<file path="config.mk">
export PLATFORM = sky130hd
export DESIGN_NAME = mpfd_walker
export DESIGN_NICKNAME = d
export VERILOG_FILES = /design/src/hdl/mpfd_pkg.sv /design/src/hdl/mpfd_walker.sv
export SDC_FILE = /design/constraint.sdc
export NUM_CORES = 1
export LEC_CHECK = 0
export BUFFER_PORTS_ARGS = -buffer_cell sky130_fd_sc_hd__buf_4
export CAP_MARGIN = 5
export CORE_MARGIN = 10
export CORE_UTILIZATION = 45
export CTS_CLUSTER_DIAMETER = 60
export CTS_CLUSTER_SIZE = 8
export DETAILED_ROUTE_END_ITERATION = 7
export HOLD_SLACK_MARGIN = 0.06
export PLACE_DENSITY = 0.7
export SYNTH_ARGS = -nofsm -noshare
export SYNTH_HDL_FRONTEND = slang
export SYNTH_SLANG_ARGS = --single-unit
</file>
<file path="constraint.sdc">
create_clock -name clk_i -period 1.9 [get_ports clk_i]
set_input_delay 0.38 -clock clk_i [delete_from_list [all_inputs] [get_ports clk_i]]
set_output_delay 0.38 -clock clk_i [all_outputs]
set_load 0.01 [all_outputs]
</file>
<file path="src/hdl/mpfd_pkg.sv">
// mpfd_pkg: screen geometry, request codes and shared types of the page-mode frame store
// no dependencies; imported by every module of the block except mpfd_ram
`default_nettype none

package mpfd_pkg;

  localparam int SCREEN_W     = 128;
  localparam int SCREEN_PAGES = 8;
  localparam int SCREEN_ROWS  = SCREEN_PAGES * 8;
  localparam int STORE_BYTES  = SCREEN_W * SCREEN_PAGES;
  localparam int ADDR_W       = $clog2(STORE_BYTES);
  localparam int PG_W         = (SCREEN_PAGES > 1) ? $clog2(SCREEN_PAGES) : 1;
  // coordinates up to an 8-bit origin plus an 8-bit span
  localparam int CW           = 9;
  localparam int SW           = CW + 1;

  localparam logic [7:0] BYTE_ONES = 8'hFF;
  localparam logic [2:0] BIT_LAST  = 3'd7;

  localparam logic [2:0] REQ_CLEAR   = 3'd0;
  localparam logic [2:0] REQ_PIXEL   = 3'd1;
  localparam logic [2:0] REQ_HLINE   = 3'd2;
  localparam logic [2:0] REQ_VLINE   = 3'd3;
  localparam logic [2:0] REQ_FILL    = 3'd4;
  localparam logic [2:0] REQ_OUTLINE = 3'd5;
  localparam logic [2:0] REQ_READ    = 3'd6;
  localparam logic [2:0] REQ_NONE    = 3'd7;

  // one rectangular region to paint, before clipping
  typedef struct packed {
    logic [CW-1:0] x0;
    logic [CW-1:0] y0;
    logic [CW-1:0] w;
    logic [CW-1:0] h;
    logic          on;
  } stroke_t;

  // single-address frame store access
  typedef struct packed {
    logic              rd_en;
    logic              wr_en;
    logic [ADDR_W-1:0] addr;
    logic [7:0]        wdata;
  } mem_req_t;

endpackage

`default_nettype wire

</file>
<file path="src/hdl/mpfd_walker.sv">
// mpfd_walker: clips one stroke and walks its bytes page by page, column by column,
// doing a read-modify-write per byte (plain write when the whole byte is covered)
// depends on mpfd_pkg
`default_nettype none

module mpfd_walker (
  input  wire  logic               clk_i,
  input  wire  logic               rst_ni,
  input  wire  logic               start_i,
  input  wire  mpfd_pkg::stroke_t  stroke_i,
  output logic                     done_o,
  output mpfd_pkg::mem_req_t       mem_o,
  input  wire  logic [7:0]         rdata_i
);
  import mpfd_pkg::*;

  typedef enum logic [1:0] {
    W_IDLE,
    W_ISSUE,
    W_MERGE
  } walk_e;

  walk_e            state_q, state_d;
  logic             done_q, done_d;
  logic [CW-1:0]    col_q, col_d;
  logic [CW-1:0]    xs_q, xs_d;
  logic [CW-1:0]    xl_q, xl_d;
  logic [PG_W-1:0]  page_q, page_d;
  logic [PG_W-1:0]  ps_q, ps_d;
  logic [PG_W-1:0]  pe_q, pe_d;
  logic [2:0]       ylo_q, ylo_d;
  logic [2:0]       yhi_q, yhi_d;
  logic             on_q, on_d;

  logic [SW-1:0]    xsum, ysum, xe, ye;
  logic [CW-1:0]    xl, yl;
  logic             empty;
  logic [2:0]       lo, hi;
  logic [7:0]       mask;
  logic [ADDR_W-1:0] addr;
  logic             step;

  // clipping at launch
  always_comb begin
    xsum  = SW'(stroke_i.x0) + SW'(stroke_i.w);
    ysum  = SW'(stroke_i.y0) + SW'(stroke_i.h);
    xe    = (xsum > SW'(SCREEN_W)) ? SW'(SCREEN_W) : xsum;
    ye    = (ysum > SW'(SCREEN_ROWS)) ? SW'(SCREEN_ROWS) : ysum;
    xl    = CW'(xe - SW'(1));
    yl    = CW'(ye - SW'(1));
    empty = (SW'(stroke_i.x0) >= SW'(SCREEN_W)) || (SW'(stroke_i.y0) >= SW'(SCREEN_ROWS)) ||
            (stroke_i.w == '0) || (stroke_i.h == '0);
  end

  // row mask inside the current page and byte address
  always_comb begin
    lo   = (page_q == ps_q) ? ylo_q : 3'd0;
    hi   = (page_q == pe_q) ? yhi_q : BIT_LAST;
    mask = (BYTE_ONES << lo) & (BYTE_ONES >> (BIT_LAST - hi));
    addr = ADDR_W'(32'(col_q) + 32'(page_q) * SCREEN_W);
  end

  always_comb begin
    state_d = state_q;
    done_d  = 1'b0;
    col_d   = col_q;
    xs_d    = xs_q;
    xl_d    = xl_q;
    page_d  = page_q;
    ps_d    = ps_q;
    pe_d    = pe_q;
    ylo_d   = ylo_q;
    yhi_d   = yhi_q;
    on_d    = on_q;
    mem_o   = '0;
    step    = 1'b0;
    unique case (state_q)
      W_IDLE: begin
        if (start_i) begin
          col_d  = stroke_i.x0;
          xs_d   = stroke_i.x0;
          xl_d   = xl;
          page_d = PG_W'(stroke_i.y0 >> 3);
          ps_d   = PG_W'(stroke_i.y0 >> 3);
          pe_d   = PG_W'(yl >> 3);
          ylo_d  = stroke_i.y0[2:0];
          yhi_d  = yl[2:0];
          on_d   = stroke_i.on;
          if (empty) begin
            done_d = 1'b1;
          end else begin
            state_d = W_ISSUE;
          end
        end
      end
      W_ISSUE: begin
        mem_o.addr = addr;
        if (mask == BYTE_ONES) begin
          mem_o.wr_en = 1'b1;
          mem_o.wdata = on_q ? BYTE_ONES : 8'h00;
          step        = 1'b1;
        end else begin
          mem_o.rd_en = 1'b1;
          state_d     = W_MERGE;
        end
      end
      W_MERGE: begin
        mem_o.addr  = addr;
        mem_o.wr_en = 1'b1;
        mem_o.wdata = (rdata_i & ~mask) | (on_q ? mask : 8'h00);
        state_d     = W_ISSUE;
        step        = 1'b1;
      end
      default: begin
        state_d = W_IDLE;
      end
    endcase
    if (step) begin
      if (col_q == xl_q) begin
        col_d = xs_q;
        if (page_q == pe_q) begin
          state_d = W_IDLE;
          done_d  = 1'b1;
        end else begin
          page_d = page_q + PG_W'(1);
        end
      end else begin
        col_d = col_q + CW'(1);
      end
    end
  end

  always_ff @(posedge clk_i or negedge rst_ni) begin
    if (!rst_ni) begin
      state_q <= W_IDLE;
      done_q  <= 1'b0;
    end else begin
      state_q <= state_d;
      done_q  <= done_d;
    end
  end

  always_ff @(posedge clk_i) begin
    col_q  <= col_d;
    xs_q   <= xs_d;
    xl_q   <= xl_d;
    page_q <= page_d;
    ps_q   <= ps_d;
    pe_q   <= pe_d;
    ylo_q  <= ylo_d;
    yhi_q  <= yhi_d;
    on_q   <= on_d;
  end

  assign done_o = done_q;

endmodule

`default_nettype wire

</file>
== Word level (Yosys, flattened, before mapping) ==
Cells that the tools add are included.

* Register bits after elaboration: 46
* Bits of input ports: 48

* Bitwise logic cells: 4
* Mux-type cells: 34
* Order comparisons: 4
* $add $sub $neg: 8
* Reduce and logical (&&, ||, !) cells: 10
* Equal/unequal tests: 6
* Shifts and indexed selects: 2

{| class="wikitable"
|+ Operators by type and width
! kind !! number
|-
| 9-bit two-way mux || 5
|-
| 19-bit one-hot mux with 2 select lines || 1
|-
| 8-bit two-way mux || 3
|-
| 3-bit two-way mux || 7
|-
| 9-bit by 9-bit adder with 10-bit output || 2
|-
| 9-bit zero test || 2
|-
| 8-bit AND || 2
|-
| 2-bit two-way mux || 6
|-
| 9-bit by 10-bit adder with 10-bit output || 1
|-
| 10-bit by 7-bit > comparator with 1-bit output, second input constant || 1
|-
| 10-bit by 8-bit > comparator with 1-bit output, second input constant || 1
|-
| 9-bit by 1-bit adder with 9-bit output, second input constant || 1
|-
| 9-bit == test || 1
|-
| 9-bit by 7-bit >= comparator with 1-bit output, second input constant || 1
|-
| 9-bit by 8-bit >= comparator with 1-bit output, second input constant || 1
|-
| 1-bit two-way mux || 9
|-
| 9-bit by 1-bit subtractor with 9-bit output, second input constant || 1
|-
| 8-bit == test, second input constant || 1
|-
| 8-bit NOT || 1
|-
| 8-bit bitwise OR || 1
|-
| 8-bit by 3-bit left shift with 8-bit output, first input constant || 1
|-
| 8-bit by 3-bit right shift with 8-bit output, first input constant || 1
|-
| 3-bit == test || 2
|-
| 6-bit two-way mux || 1
|-
| 11 further kinds || 15
|}

== Depth between registers and ports, before layout ==
Gate-level depths: netlist of run 1.

* Depth after elaboration: 11
* Depth in mapped cells: 14

== Worst setup path before layout of run 1 ==
OpenSTA, ideal clock, no wires.

* Path kind: input-to-reg
* Start point: input port stroke_i[1] (netlist name)
* End point: register pe_q[1] (data pin)
* Stages on the path: 12
* Slack: -1.045 ns
* Required time: 1.639 ns
* Arrival: 2.684 ns
* Library setup time: 0.261 ns
* Cell sequence: ha_1 > inv_1 > fa_1 > xnor2_1 > nor3b_1 > o21ai_0 > o311ai_0 > and3_1 > nand2b_1 > ha_1 > a41oi_1 > a21oi_1

* Longest elaborated chain between the ends: 4

{| class="wikitable"
|+ RTL lines
! element !! RTL line !! RTL
|-
| start, declared || mpfd_walker.sv:10 || <nowiki>input wire mpfd_pkg::stroke_t stroke_i,</nowiki>
|-
| 9-bit by 9-bit adder with 10-bit output * || mpfd_walker.sv:46 || <nowiki>ysum = SW'(stroke_i.y0) + SW'(stroke_i.h);</nowiki>
|-
| 10-bit by 7-bit > comparator with 1-bit output || mpfd_walker.sv:48 || <nowiki>ye = (ysum > SW'(SCREEN_ROWS)) ? SW'(SCREEN_ROWS) : ysum;</nowiki>
|-
| 6-bit two-way mux * || mpfd_walker.sv:48 ||
|-
| 6-bit by 1-bit subtractor with 6-bit output * || mpfd_walker.sv:50 || <nowiki>yl = CW'(ye - SW'(1));</nowiki>
|-
| via yl[4] || mpfd_walker.sv:36 || <nowiki>logic [CW-1:0] xl, yl;</nowiki>
|-
| end signal, assigned || mpfd_walker.sv:149 || <nowiki>pe_q <= pe_d;</nowiki>
|-
| end, declared || mpfd_walker.sv:30 || <nowiki>logic [PG_W-1:0] pe_q, pe_d;</nowiki>
|}

The timed path passes the listed nets; every way through them passes the cells marked *.
A chain may end at the register's enable or synchronous reset.

== Worst setup path after layout of run 1 ==
Ends and elaborated chain as after synthesis.

==> flow_metrics.py, run 1 <==
metrics = {
    "outcome": {
        "outcome": "finished, violations left",
        "violations": "setup timing",
    },
    "global_route": {
        "grt_util_all_layers_pct": 20.6,
        "first_global_vias": 3981,
        "grt_first_pass_wirelength_mm": 19.7,
        "globalRouteOverflowTotal": 0,
        "antenna_found_initial": 0,
        "grt_max_degree": 31,
    },
    "synth": {
        "synth.cell_area_um2": 3600,
        "async_reset_ff_share_pct": 6.52,
        "synth_enable_flop_cells": 40,
        "syn-mean-instance-area_um2": 9.72,
        "synth.largest_area_cell": "sky130_fd_sc_hd__edfxtp_1",
        "synth_top_area_share_pct": 33.4,
        "synth.top_cells.by_count": "44 x sky130_fd_sc_hd__nand2_1, 40 x sky130_fd_sc_hd__edfxtp_1, 27 x sky130_fd_sc_hd__ha_1, 27 x sky130_fd_sc_hd__o21ai_0, 22 x sky130_fd_sc_hd__nor2_1",
        "ys_ff_latch": 46,
        "synth_top_flop_cell": "sky130_fd_sc_hd__edfxtp_1",
        "dominant_cell_by_count_in_the_synthesized_netlist": "sky130_fd_sc_hd__nand2_1",
        "proportion_of_synthesized_chip_area_in_sequential_cells_pct": 37.2,
        "synth.area.top_cells": "sky130_fd_sc_hd__edfxtp_1 33%, sky130_fd_sc_hd__ha_1 9.4%, sky130_fd_sc_hd__nand2_1 4.6%",
        "postSynthNetCount": 448,
        "synthCells": 370,
        "ys_types": 67,
        "synth_warnings": 0,
    },
    "setup_path": {
        "critical_path_required_ns": 1.97,
        "critPathKind": "in2reg",
        "worstPathCellList": "buf_8, ha_4, inv_2, fa_2, nor2b_2, o31a_1, o21a_1, or4_1, o211ai_1, and3_4, nand2b_4, ha_4, a41oi_2, a21oi_1",
        "startpoint_type": "input pin",
        "worst_ep_arrival_time_ns": 2.62,
        "timing.rr.start": "ylo_q[0]",
        "critical_path_peak_fanout": 3,
        "cpMaxStageDelayCell": "sky130_fd_sc_hd__or4_1",
        "crit_path_frequent_cell": "sky130_fd_sc_hd__ha_4",
        "timing.critical_path.slowest_cell_delay_ns": 0.39,
        "cp-end-kind": "register",
        "worst_setup_path_startpoint": "stroke_i[1]",
    },
    "job": {
        "maxCapViolCount": 0,
    },
    "layout": {
        "design.final.nets": 647,
        "finalNonFillerCells": 672,
        "final_layout_size_suffix_gt1_share_pct": 62.5,
        "final_design_area_no_fill_um2": 6460,
        "syn_to_final_growth_pct": 79.6,
        "diodes": 0,
    },
    "routing": {
        "wl_mm": 13.4,
        "post_drt_wl_per_cell_um": 19.9,
        "final_antenna_net_count": 0,
        "avgViaCountPerCell": 5.71,
        "drt_pass1_iterations": 5,
        "drc": 0,
        "drt_iter0_markers": 236,
        "via_count": 3839,
    },
    "timing": {
        "final.setup_skew_ns": 0.00793,
        "rsz0062_at_grt": "true",
        "final_critical_path_setup_slack_ns": -0.651,
        "timing.final.crit_period_ns": 2.55,
        "timing.final.hold_violations": 0,
        "timing.setup.tns_ns": -18.45,
        "drv_slew": 0,
        "setup_viol": 57,
        "worstMarginPinSlew_ns": 0.768,
        "final.period_utilization_pct": 134,
        "clock.fmax_mhz": 392,
        "max_slew_margin_pct": 48.4,
    },
    "power": {
        "p_total_mw": 5.90,
        "pwr_density_cell_nw_per_um2": 913,
        "cellLeakagePower_nw": 2.67,
        "ir_drop_mv": 0.426,
    },
    "placed_design": {
        "placement.cell_area_um2": 5200,
        "pre_cts_ws_ns": -1.14,
        "port_buffers": 68,
        "dp.cells": 626,
        "gp_routability_congestion": 0.837,
        "dp_hpwl_mm": 7.75,
    },
    "cts": {
        "htree_num_levels": 2,
        "ctsLongestPathBuffers": 2,
        "clkSinkCount": 46,
        "cts_root_buffer": "sky130_fd_sc_hd__clkbuf_8",
        "cts.reportedPaths.clkPinSlew_ns": 0.10,
        "insertion_delay_of_the_later_clocked_pin_in_the_worst_skew_pair_ns": 0.31,
        "cts_buffers": 5,
        "tritoncts": "yes",
    },
    "hold_path": {
        "class_of_the_tightest_hold_or_removal_check": "in2reg",
        "hold_path_startpoint": "stroke_i[0]",
    },
    "floorplanning": {
        "die_x_um": 109,
        "die_height_um": 109,
        "floorplan.io_pins": 69,
        "start_util_pct": 46.3,
        "core-area_um2": 7770,
        "standard_cell_rows": 32,
        "die_area_um2": 12000,
    },
}
-- per-layer routing --
layer / track usage (%) / wire [um]
met5: 0 / 0
met2: 36.4 / 6820
met1: 24.2 / 5280
met4: 8.55 / 404
met3: 3.34 / 863
-- where the power goes --
part | switching, mW | internal [mW]
Combinational | 1.77 | 1.90
Clock | 0.384 | 0.267
Sequential | 0.200 | 1.38
Total | 2.35 | 3.55
-- repair_timing --
action | CTS | global route
gates cloned | 4 | 1
buffers inserted | 24 | 13
hold buffers | 1 | 0
hold endpoints to repair | 3 | 0
resized for setup | 161 | 37
setup endpoints to repair | 57 | 59
pin swaps | 76 | 43
-- sequential cells by signal, indices dropped and copies added, names as in the netlist --
name     flops
xs_q         9
yhi_q        3
state_q      2
on_q         1
ylo_q        3
ps_q         3
xl_q         9
page_q       3
pe_q         3
col_q        9
done_o       1
-- metrics by stage --
step           utilization [%]  hold slack [ns]
2_1_floorplan                -           0.0844
3_3_place_gp              66.9            0.169
3_5_place_dp              66.9            0.169
4_1_cts                   80.1            0.249
5_1_grt                   83.1            0.241
6_report                  83.1            0.245
-- logic make-up (layout without fill, tap and decap cells) --
group,count (synthesis),after routing,share of synthesized area (%)
simple gates,133,134,19.2
compound gates,94,95,18.9
flops,46,46,37.2
xor+xnor,33,33,8.04
fa+ha+maj,30,30,11.1
buf+inv,24,222,2.71
mux,10,10,2.96
-- final cells by class --
class | count | area [um^2]
Clock buffer | 5 | 68.8
Clock inverter | 3 | 22.5
Fill cell | 408 | 1310
Inverter | 16 | 66.3
Multi-Input combinational cell | 302 | 3040
Sequential cell | 46 | 1340
Tap cell | 102 | 128
Timing Repair Buffer | 198 | 1790
-- worst max-delay path: cells and delay by family --
family | cells | cell delay [ns]
AO/OA/AOI/OAI | 5 | 0.77
adder cells (fa/ha/maj) | 3 | 0.53
buffers and inverters | 2 | 0.15
AND/OR/NAND/NOR | 4 | 0.78
-- final timing paths --
check	slack, ns	end	cells after the start
hold reg to reg	0.65	page_q[0]	2
setup reg to reg	-0.43	page_q[2]	11
setup / recovery	-0.65	pe_q[1]	14
max in group asynchronous	1.42	state_q[1]	2
hold / removal	0.25	on_q	1
min in group asynchronous	0.38	state_q[0]	2
-- cells in the final DEF, fill, tap and decap left out, types with 4 or more instances in the layout --
master	Yosys	routed
sky130_fd_sc_hd__a21oi_4	0	4
sky130_fd_sc_hd__mux2i_1	5	5
sky130_fd_sc_hd__buf_4	1	147
sky130_fd_sc_hd__and2_4	0	11
sky130_fd_sc_hd__clkbuf_8	0	5
sky130_fd_sc_hd__nor4_1	7	6
sky130_fd_sc_hd__inv_2	0	9
sky130_fd_sc_hd__o21ai_0	27	13
sky130_fd_sc_hd__ha_1	27	14
sky130_fd_sc_hd__a21boi_2	0	10
sky130_fd_sc_hd__buf_6	0	36
sky130_fd_sc_hd__o21ai_2	1	11
sky130_fd_sc_hd__a21oi_1	10	6
sky130_fd_sc_hd__nand2_4	0	7
sky130_fd_sc_hd__o21a_1	7	6
sky130_fd_sc_hd__nor2_1	22	19
sky130_fd_sc_hd__nand3_1	10	7
sky130_fd_sc_hd__inv_1	16	5
sky130_fd_sc_hd__xor2_1	16	14
sky130_fd_sc_hd__buf_8	0	7
sky130_fd_sc_hd__xnor2_2	0	6
sky130_fd_sc_hd__nand2_2	0	10
sky130_fd_sc_hd__xnor2_1	17	10
sky130_fd_sc_hd__buf_12	0	4
sky130_fd_sc_hd__o31ai_1	7	4
sky130_fd_sc_hd__mux2_4	0	5
sky130_fd_sc_hd__ha_4	0	12
sky130_fd_sc_hd__nand2_1	44	26
sky130_fd_sc_hd__edfxtp_1	40	40
Note: power is estimated with default switching activity, not from simulation.
==> run 2: changes to the inputs <==
--- a/config.mk
+++ b/config.mk
@@ -8,5 +8,4 @@
 export BUFFER_PORTS_ARGS = -buffer_cell sky130_fd_sc_hd__buf_4
 export CAP_MARGIN = 5
-export CORE_MARGIN = 10
 export CORE_UTILIZATION = 45
 export CTS_CLUSTER_DIAMETER = 60
==> constraint.sdc (replaced) <==
create_clock -name clk_i -period 1.9 [get_ports clk_i]
set_input_delay 0.095 -clock clk_i [delete_from_list [all_inputs] [get_ports clk_i]]
set_output_delay 0.095 -clock clk_i [all_outputs]
set_load 0.01 [all_outputs]
==> run 2 against run 1 <==
Effect of this change:
- the flow still finishes with violations (setup timing)
- clock power down 1%
- via count up 2.3%
- clock skew up 0.0033 ns
- clock-buffer cell count up 1
- sequential share of layout area up 0.39 points
- fmax up 8.1%
- flip-flop and latch count unchanged
- sequential power about the same
- critical path type unchanged
- critical endpoint unchanged
- largest cell class unchanged
- largest power group unchanged
==> flow_metrics.py, run 2 (synthesis gave the netlist of run 1 again) <==
metrics = {
    "outcome": {
        "outcome": "finished, violations left",
        "violations": "setup timing",
    },
    "routing": {
        "via_count": 3926,
        "avgViaCountPerCell": 5.86,
        "drt_pass1_iterations": 4,
        "wl_mm": 14.0,
        "final_antenna_net_count": 0,
        "drt_iter0_markers": 156,
        "drc": 0,
        "post_drt_wl_per_cell_um": 20.9,
    },
    "layout": {
        "syn_to_final_growth_pct": 75.6,
        "fillerInstances": 421,
        "design.final.nets": 645,
        "reg_area_um2": 1340,
        "layout_top_registers": "col_q: 9 flops, xl_q: 9 flops, xs_q: 9 flops",
        "final_cell_mix": "154 x sky130_fd_sc_hd__buf_4, 40 x sky130_fd_sc_hd__edfxtp_1, 27 x sky130_fd_sc_hd__buf_6",
        "final_layout_size_suffix_gt1_share_pct": 60.0,
        "diodes": 0,
        "multi_input_comb_area_um2": 3010,
        "layout_commonest_cell": "sky130_fd_sc_hd__buf_4",
    },
    "timing": {
        "final.setup_skew_ns": 0.0112,
        "rsz0062_at_grt": "true",
        "drv_slew": 0,
        "worstMarginPinSlew_ns": 0.946,
        "max_slew_margin_pct": 36.3,
        "setup_viol": 47,
        "final.hold.worst_slack_ns": 0.0658,
        "clock.fmax_mhz": 424,
        "final.period_utilization_pct": 124,
        "final_critical_path_setup_slack_ns": -0.460,
        "timing.final.crit_period_ns": 2.36,
        "timing.final.hold_violations": 0,
    },
    "cts": {
        "tritoncts": "yes",
        "cts.reportedPaths.clkPinSlew_ns": 0.09,
        "insertion_delay_of_the_later_clocked_pin_in_the_worst_skew_pair_ns": 0.32,
        "clkSinkCount": 46,
        "cts_buffers": 5,
        "ctsLongestPathBuffers": 2,
        "cts_root_buffer": "sky130_fd_sc_hd__clkbuf_8",
        "htree_num_levels": 2,
    },
    "floorplanning": {
        "start_util_pct": 46.5,
        "die_height_um": 91.4,
        "standard_cell_rows": 32,
        "core-area_um2": 7730,
        "die_area_um2": 8350,
        "die_x_um": 91.4,
        "floorplan.io_pins": 69,
    },
    "setup_path": {
        "worst_setup_path_startpoint": "stroke_i[1]",
        "startpoint_type": "input pin",
        "timing.critical_path.slowest_cell_delay_ns": 0.40,
        "critPathBufInv": 2,
        "critical-path-top-delay-family": "compound AO/OA/AOI/OAI gates",
        "critPathKind": "in2reg",
        "critical_path_required_ns": 1.97,
        "timing.rr.start": "ps_q[0]",
        "worstPathCellList": "buf_8, ha_4, inv_2, fa_2, nor2b_2, o31a_1, o21a_1, or4_1, o211ai_1, and3_4, nand2_4, ha_4, a41oi_2, a21oi_1",
        "crit_path_frequent_cell": "sky130_fd_sc_hd__ha_4",
        "worst_ep_arrival_time_ns": 2.43,
        "cpMaxStageDelayCell": "sky130_fd_sc_hd__or4_1",
        "cp-end-kind": "register",
        "critical_path_peak_fanout": 3,
    },
    "power": {
        "ir_drop_mv": 0.505,
        "p_total_mw": 5.68,
        "pwr_density_cell_nw_per_um2": 900,
        "cellLeakagePower_nw": 2.58,
    },
    "global_route": {
        "grt_util_all_layers_pct": 26.4,
        "grt_max_degree": 31,
        "antenna_found_initial": 0,
        "globalRouteOverflowTotal": 0,
        "grt_first_pass_wirelength_mm": 17.5,
        "first_global_vias": 3659,
    },
    "hold_path": {
        "class_of_the_tightest_hold_or_removal_check": "in2reg",
        "hold_path_startpoint": "stroke_i[28]",
    },
    "job": {
        "maxCapViolCount": 0,
    },
    "placed_design": {
        "gp_routability_congestion": 0.876,
        "port_buffers": 68,
        "dp_hpwl_mm": 7.32,
    },
}
-- run 2: cell types whose count changed in the layout (fill, tap and decap cells not counted), moves of 5 or more --
cell,before,now
sky130_fd_sc_hd__dlygate4sd3_1,1,6
sky130_fd_sc_hd__buf_6,36,27
sky130_fd_sc_hd__and2_4,11,2
sky130_fd_sc_hd__and2_1,3,12
sky130_fd_sc_hd__buf_4,147,154
-- run 2: layout make-up --
class                      count  area share [%]
clock buffer                   6            1.15
clock inverter                 2           0.238
inverter                      16            1.05
multi-input combinational    302            47.7
sequential                    46            21.2
tap                          102            2.02
timing repair buffer         196            26.7
-- run 2: layer usage --
layer	global-route usage, %	wire length, um
met2	48.4	7120
met3	2.93	877
met1	32.8	5400
met5	0	0
met4	6.61	576
-- run 2: metrics by stage --
| step | instances | TNS (ns) | area [um^2] | worst slack, ns | utilization (%) |
|---|---|---|---|---|---|
| floorplan | 370 | -4.23 | 3790 | -0.620 | - |
| global placement | 615 | -7.40 | 5030 | -0.735 | 65.1 |
| detailed placement | 615 | -8.94 | 5030 | -0.871 | 65.1 |
| CTS | 656 | -3.10 | 5810 | -0.400 | 75.2 |
| global route | 670 | -12.43 | 6310 | -0.499 | 81.7 |
| finish | 670 | -9.24 | 6310 | -0.460 | 81.7 |
-- run 2: final timing paths --
check	slack (ns)	cells past startpoint	to
setup / recovery	-0.46	14	pe_q[1]
hold / removal	0.07	2	xs_q[0]
setup reg to reg	-0.35	7	page_q[2]
hold reg to reg	0.63	2	state_q[1]
max in group asynchronous	1.71	2	done_o
min in group asynchronous	0.09	2	state_q[1]
-- run 2: worst reg2reg max path, stage by stage (launching register included) --
cell and delay, ns:
sky130_fd_sc_hd__edfxtp_1 0.45, sky130_fd_sc_hd__xnor2_2 0.27, sky130_fd_sc_hd__nand4_1 0.30, sky130_fd_sc_hd__a32oi_4 0.47, sky130_fd_sc_hd__nor3_4 0.07, sky130_fd_sc_hd__buf_6 0.15, sky130_fd_sc_hd__a211o_1 0.33, sky130_fd_sc_hd__o311a_1 0.12
-- run 2: where the power goes --
group,internal (mW),switching [mW],total (mW)
sequential,1.37,0.185,1.56
clock,0.260,0.383,0.643
combinational,1.74,1.75,3.48
-- run 2: timing repair --
action | 4_1_cts | 5_1_grt
buffers inserted | 30 | 13
cloned | 0 | 5
hold buffers | 6 | 0
endpoints found under the setup margin | 52 | 58
pin swaps | 61 | 66
gates resized for setup | 102 | 96
hold endpoints to repair | 8 | 0
